**src/euc_pkg.sv**
```systemverilog
// Shared types and constants for the event uniformity correction unit.
// No dependencies.
`timescale 1ns / 1ps
`default_nettype none
package euc_pkg;

	localparam int unsigned IMAGE_SIDE = 256;
	localparam int unsigned Q_BITS     = 31;
	localparam logic [31:0] RANDOM_MAX = 32'h7FFF_FFFF;
	localparam logic [31:0] WORD_MAX   = 32'h7FFF_FFFF;

	localparam logic OP_LOAD  = 1'b0;
	localparam logic OP_EVENT = 1'b1;

	localparam logic REG_MEAN   = 1'b0;
	localparam logic REG_ENABLE = 1'b1;

	typedef struct packed {
		logic        op;
		logic [7:0]  x;
		logic [7:0]  y;
		logic [31:0] flood_count;
		logic [30:0] random;
	} cmd_t;

	typedef struct packed {
		logic [7:0] event_x;
		logic [7:0] event_y;
		logic       final_copy;
	} result_t;

	// Item fields carried alongside the divider.
	typedef struct packed {
		logic        op;
		logic [7:0]  x;
		logic [7:0]  y;
		logic [30:0] random;
		logic        in_image;
	} tag_t;

endpackage
`default_nettype wire

```
**src/euc_out.sv**
```systemverilog
// Output stage: compare word with the random draw and sequence the copies.
// Depends on euc_pkg.
`timescale 1ns / 1ps
`default_nettype none
module euc_out (
	input  wire logic              clk,
	input  wire logic              arst_n,
	input  wire logic              in_valid,
	input  wire euc_pkg::tag_t     in_tag,
	input  wire logic [31:0]       in_word,
	input  wire logic              enable,
	output logic                   stall,
	output logic                   result_valid,
	output euc_pkg::result_t       result
);

	logic        vld_s3;
	logic        two_s3;
	logic        drop_s3;
	logic [7:0]  x_s3;
	logic [7:0]  y_s3;
	logic        phase_q;
	logic [32:0] w_ext;
	logic [32:0] r_ext;
	logic [32:0] sum;
	logic        use_word;

	always_comb begin
		use_word = enable && in_tag.in_image;
		w_ext    = {in_word[31], in_word};
		r_ext    = {2'b00, in_tag.random};
		sum      = w_ext + r_ext;
	end

	assign stall = vld_s3 && two_s3 && !phase_q;

	always_ff @(posedge clk or negedge arst_n) begin
		if (!arst_n) begin
			vld_s3  <= 1'b0;
			phase_q <= 1'b0;
		end else if (stall) begin
			phase_q <= 1'b1;
		end else begin
			vld_s3  <= in_valid;
			phase_q <= 1'b0;
		end
	end

	always_ff @(posedge clk) begin
		if (!stall) begin
			two_s3  <= use_word && ($signed(r_ext) < $signed(w_ext));
			drop_s3 <= use_word && sum[32];
			x_s3    <= in_tag.x;
			y_s3    <= in_tag.y;
		end
	end

	always_comb begin
		result_valid      = vld_s3 && !drop_s3;
		result.event_x    = x_s3;
		result.event_y    = y_s3;
		result.final_copy = !two_s3 || phase_q;
	end

endmodule
`default_nettype wire

```
**config.mk**
```make
export PLATFORM = sky130hd
export DESIGN_NAME = euc_out
export DESIGN_NICKNAME = d
export VERILOG_FILES = /design/src/euc_pkg.sv /design/src/euc_out.sv
export SDC_FILE = /design/constraint.sdc
export NUM_CORES = 1
export LEC_CHECK = 0
export ABC_CLOCK_PERIOD_IN_PS = 2130
export BUFFER_PORTS_ARGS = -buffer_cell sky130_fd_sc_hd__buf_2
export CORE_ASPECT_RATIO = 1.25
export CORE_UTILIZATION = 46
export DETAILED_ROUTE_END_ITERATION = 12
export PLACE_DENSITY = 0.79
export SLEW_MARGIN = 20
export SYNTH_ARGS = -nofsm -noshare
export SYNTH_HDL_FRONTEND = slang
export SYNTH_SLANG_ARGS = --single-unit
```
**constraint.sdc**
```tcl
create_clock -name clk -period 2.13 [get_ports clk]
set_clock_uncertainty 0.15 [all_clocks]
set_input_delay 0.3195 -clock clk [delete_from_list [all_inputs] [get_ports clk]]
set_output_delay 0.3195 -clock clk [all_outputs]
set_load 0.02 [all_outputs]
```
==> results.toml, run 1 <==
[run_status]
outcome = "complete, no violations"

[global_route]
grt_max_degree = 20
grt_antenna_before_repair = 0
track_usage = 0.173
grt_pass1_vias = 1815
grt-ovfl-total = 0
grt_pass1_wl_microns = 6620

[die]
die_y_microns = 76.9
die_area_sq_um = 4760
core-area_sq_um = 4200
die_w_microns = 61.9
ioPinCount = 104
start_util = 0.491
rows = 26

[synthesis]
synthArstFlopShare = 0.100
synth_warnings = 0
syn-num-nets = 361
syn_area_sq_um = 2060
synth_flop_cell = "edfxtp_1"
synth_edf_count = 18
synth_seq_cells = 20
avgSynthCellArea_sq_um = 9.55
synth_cells = 216
yosysSeqAreaShare = 0.286
yosys.cell_types.count = 36

[timing]
relSlewSlack = 0.714
worst_slew_pin_slew_ns = 0.419
layout_min_cycle_time_ns = 1.96
tns_ns = 0
rsz0062_at_grt = "false"
clock.fmax_mhz = 509
setup_violations = 0
slew_violations = 0
finalCritPeriodShare = 0.922
finalHoldViolCount = 0

[clock_tree]
cts_resized = 0
cts_made_buffers = 3
path_clk_slew_ns = 0.06
cts_tree = "yes"
root_buffer = "clkbuf_8"
clockBufferDepth = 2
insertion_delay_ns = 0.24
ctsHtreeMaxLevel = 1
cts.sinks = 20

[hold_path]
hp-class = "input pin to flip-flop"

[finish]
final_util = 0.658
drive_gt1_frac = 0.355
final_area_sq_um = 2760
nets = 476
syn_to_final_growth_pct = 33.9
n_antenna_cell = 0

[power_and_ir_drop]
clockPowerShare = 0.233
power.switching_uw = 322
power_frac_seq = 0.411
combPwrFrac = 0.356
p_sw_frac = 0.284
p_leak_uw = 0.00157
internal_power_uw = 813
ir_drop_uv = 249
power_density_nw_per_um2 = 411

[worst_setup_path]
cp.required_ns = 1.96
criticalPathCategory = "input pin to flip-flop"
critPathMaxFanout = 2
endpoint_kind = "flip-flop"
arrival_ns = 1.80
startpoint_type = "input pin"

[detailed_routing]
first_pass_iters = 4
ant_nets = 0
vias = 1881
drc_errors = 0
wl_per_cell_microns = 10.5
drt_iter0_drc = 39
wl_microns = 4070
routed_via_density = 4.87

[place]
dp_hpwl_microns = 3790
place_area_sq_um = 2700
io_buffers = 102
routabilityCongestion = 0.805

[job]
cap_violations = 0
## area by class of cell
cell class | count | area, sq um
Multi-Input combinational cell | 151 | 1300
Clock buffer | 4 | 55.1
Timing Repair Buffer | 110 | 573
Tap cell | 56 | 70.1
Fill cell | 357 | 1440
Sequential cell | 20 | 591
Inverter | 45 | 169
## stage by stage
stage,cells,setup WS (ns),power [uW],hold WS (ns)
floorplan,216,0.0981,703,-0.126
global placement,381,-0.0754,866,-0.0366
detailed placement,381,-0.102,880,-0.0423
CTS,386,0.162,1150,0.0948
global route,386,0.0582,1230,0.0849
finish,386,0.165,1130,0.100
## worst max-delay path, stage by stage
cell      delay [ns]
buf_2           0.11
ha_1            0.31
or4_4           0.55
nor3_2          0.22
and4b_1         0.21
a221oi_1        0.08
## layout by cell type, fill, tap and decap left out, types with 2 or more instances in the layout
cell type,Yosys,layout
a21o_1,4,4
a21oi_1,22,22
buf_2,0,102
buf_4,0,7
clkbuf_8,0,4
dfrtp_1,2,2
edfxtp_1,18,18
ha_1,60,60
inv_1,45,45
nand2_1,6,6
nand2b_1,2,2
nand3_1,2,2
nand4_1,5,5
nor2_1,9,9
nor2b_1,2,2
nor3_1,2,2
nor4_1,3,3
nor4b_1,2,2
o21ai_0,9,9
o21bai_1,4,4
## power groups by stage
stage          logic, uW  clock network [uW]  registers, uW
6_report             404                 264            467
5_1_grt              462                 294            472
3_3_place_gp         392                   0            474
3_5_place_dp         405                   0            476
2_1_floorplan        195                   0            508
4_1_cts              408                 273            467
## worst paths after layout
path                                  start                  to  slack, ns  cells past startpoint
min in group asynchronous            arst_n   phase_q$_DFF_PN0_       0.23                      2
min                              in_tag[45]   x_s3[5]$_DFFE_PN_       0.10                      1
min reg2reg                two_s3$_DFFE_PN_   phase_q$_DFF_PN0_       0.41                      2
max reg2reg                two_s3$_DFFE_PN_   y_s3[4]$_DFFE_PN_       0.92                      2
max in group asynchronous            arst_n  vld_s3$_DFFE_PN0N_       1.50                      2
max                              in_tag[24]   drop_s3$_DFFE_PN_       0.17                      6
## kinds of logic after synthesis
logic type / Yosys count / synth area share
simple gates: 41 / 0.117
compound gates: 50 / 0.151
buf+inv: 45 / 0.0819
flops: 20 / 0.286
fa+ha+maj: 60 / 0.364
## cell usage after synthesis, drive strengths merged, types with 2 or more instances
| cell | n | area share |
|---|---|---|
| a21o | 4 | 0.015 |
| o21ai | 10 | 0.024 |
| inv | 45 | 0.082 |
| a21oi | 22 | 0.053 |
| nor2b | 2 | 0.0061 |
| nand2b | 2 | 0.0061 |
| o21bai | 4 | 0.015 |
| nor2 | 9 | 0.016 |
| dfrtp | 2 | 0.024 |
| nor4 | 3 | 0.0091 |
| nand4 | 5 | 0.015 |
| or4 | 2 | 0.0091 |
| nor3 | 3 | 0.0097 |
| a2111oi | 2 | 0.012 |
| ha | 60 | 0.36 |
| nand2 | 6 | 0.011 |
| nand3 | 2 | 0.0049 |
| nor4b | 2 | 0.0085 |
| edfxtp | 18 | 0.26 |
## state kept, by name, indices dropped and copies added (netlist names)
register,count
vld_s3,1
phase_q,1
y_s3,8
drop_s3,1
two_s3,1
x_s3,8
## repair_timing
action                                  in CTS  in global routing
buffers inserted                             0                  0
hold endpoints to repair                     2                  0
hold buffers                                 1                  0
endpoints found under the setup margin       0                  0
## per-layer routing
metal / global-route usage / wire length [microns] / share of wire / vias to the layer above
li1: - / - / - / 987
met1: 0.160 / 1500 / 0.37 / 828
met2: 0.370 / 2280 / 0.56 / 64
met3: 0.0185 / 271 / 0.067 / 2
met4: 0.0267 / 10 / 0.0025 / 0
met5: 0 / 0 / 0 / -
Power figures use the tool's default switching activity.
==> run 2, diff against run 1 <==
--- a/config.mk
+++ b/config.mk
@@ -10,7 +10,7 @@
 export CORE_ASPECT_RATIO = 1.25
 export CORE_UTILIZATION = 46
 export DETAILED_ROUTE_END_ITERATION = 12
-export PLACE_DENSITY = 0.79
+export PLACE_DENSITY = 0.91
 export SLEW_MARGIN = 20
 export SYNTH_ARGS = -nofsm -noshare
 export SYNTH_HDL_FRONTEND = slang
==> results.toml, run 2 (same netlist as run 1, synthesis figures left out) <==
[hold_path]
hp-class = "input pin to flip-flop"

[timing]
slew_violations = 0
rsz0062_at_grt = "false"
finalCritPeriodShare = 0.941
clock.fmax_mhz = 499
layout_min_cycle_time_ns = 2.00
setup_violations = 0
relSlewSlack = 0.734
holdWs_ns = 0.0904
finalHoldViolCount = 0
worst_slew_pin_slew_ns = 0.395

[global_route]
grt_pass1_vias = 1889
grt_pass1_wl_microns = 6860
grt-ovfl-total = 0
grt_antenna_before_repair = 0
track_usage = 0.184
grt_max_degree = 20

[detailed_routing]
ant_nets = 0
wl_microns = 4490
routed_via_density = 5.09
first_pass_iters = 4
drc_errors = 0
vias = 1964
drt_iter0_drc = 55
wl_per_cell_microns = 11.6

[die]
start_util = 0.491
die_area_sq_um = 4760
ioPinCount = 104
die_y_microns = 76.9
core-area_sq_um = 4200
rows = 26
die_w_microns = 61.9

[finish]
nets = 476
reg_top3 = "x_s3 (8), y_s3 (8)"
mostFrequentLayoutCell = "buf_2"
drive_gt1_frac = 0.352
finalNonFillerCells = 386
final_cell_mix = "buf_2 (102), ha_1 (60), inv_1 (45), a21oi_1 (22), edfxtp_1 (18)"
nFillCells = 340
final_area_sq_um = 2750
regArea_sq_um = 591
n_antenna_cell = 0
multi_input_area_sq_um = 1300
syn_to_final_growth_pct = 33.4

[power_and_ir_drop]
total_power_uw = 1110
power_density_nw_per_um2 = 403
p_leak_uw = 0.00156
ir_drop_uv = 179

[clock_tree]
root_buffer = "clkbuf_8"
clockBufferDepth = 2
ctsHtreeMaxLevel = 1
path_clk_slew_ns = 0.06
cts_made_buffers = 3
cts_resized = 0
insertion_delay_ns = 0.25
cts.sinks = 20
cts_tree = "yes"

[run_status]
outcome = "complete, no violations"

[worst_setup_path]
criticalPathCategory = "input pin to flip-flop"
critPathMaxFanout = 2
cp.required_ns = 1.96
arrival_ns = 1.84
endpoint_kind = "flip-flop"
startpoint_type = "input pin"

[place]
dp.cells = 381
dp_hpwl_microns = 4150
place_area_sq_um = 2700
io_buffers = 102
routabilityCongestion = 0.829

[job]
cap_violations = 0
==> run 2: changes by cell type in the layout (fill, tap and decap cells not counted), sizes merged <==
cell	change
clkinv	+1
clkbuf	-1
==> run 2: final cells by class <==
cell class | instances | share of cell area
Clock buffer | 3 | 0.0150
Clock inverter | 1 | 0.00136
Tap cell | 56 | 0.0255
Inverter | 45 | 0.0614
Multi-Input combinational cell | 151 | 0.474
Sequential cell | 20 | 0.215
Timing Repair Buffer | 110 | 0.208
==> run 2: critical path, stage by stage <==
cell and delay, ns:
buf_2 0.09, inv_1 0.05, ha_1 0.30, or4_4 0.56, nor3_2 0.22, and4b_1 0.22
a221oi_1 0.08
==> run 2: what timing repair did <==
item	4_1_cts	5_1_grt
hold buffers	1	0
setup buffers	0	0
hold endpoints to repair	2	0
==> run 2: report_power, final <==
part / internal (uW) / switching [uW]
Combinational: 189 / 221
Sequential: 460 / 6.24
Clock: 128 / 103
==> run 2: path summary, 6_finish.rpt <==
path | to | cells past startpoint | startpoint | slack, ns
max | drop_s3$_DFFE_PN_ | 7 | in_word[23] | 0.13
min | x_s3[4]$_DFFE_PN_ | 1 | in_tag[44] | 0.09
max reg2reg | y_s3[0]$_DFFE_PN_ | 2 | two_s3$_DFFE_PN_ | 0.90
min reg2reg | phase_q$_DFF_PN0_ | 2 | phase_q$_DFF_PN0_ | 0.42
max in group asynchronous | vld_s3$_DFFE_PN0N_ | 2 | arst_n | 1.51
min in group asynchronous | phase_q$_DFF_PN0_ | 2 | arst_n | 0.22
==> run 2: per-stage QoR <==
step	setup TNS [ns]	setup slack, ns	utilization
2_1_floorplan	0	0.0981	-
3_3_place_gp	-0.0868	-0.0868	0.642
3_5_place_dp	-0.148	-0.148	0.642
4_1_cts	0	0.111	0.655
5_1_grt	0	0.0703	0.655
6_report	0	0.125	0.655
==> run 2: metal layers <==
layer	GRT usage	up-vias	share of wire	wire (microns)
met4	0.0933	0	0.030	133
met1	0.159	885	0.34	1550
li1	-	983	-	-
met3	0.0169	14	0.061	273
met2	0.377	82	0.56	2540
met5	0	-	0	0
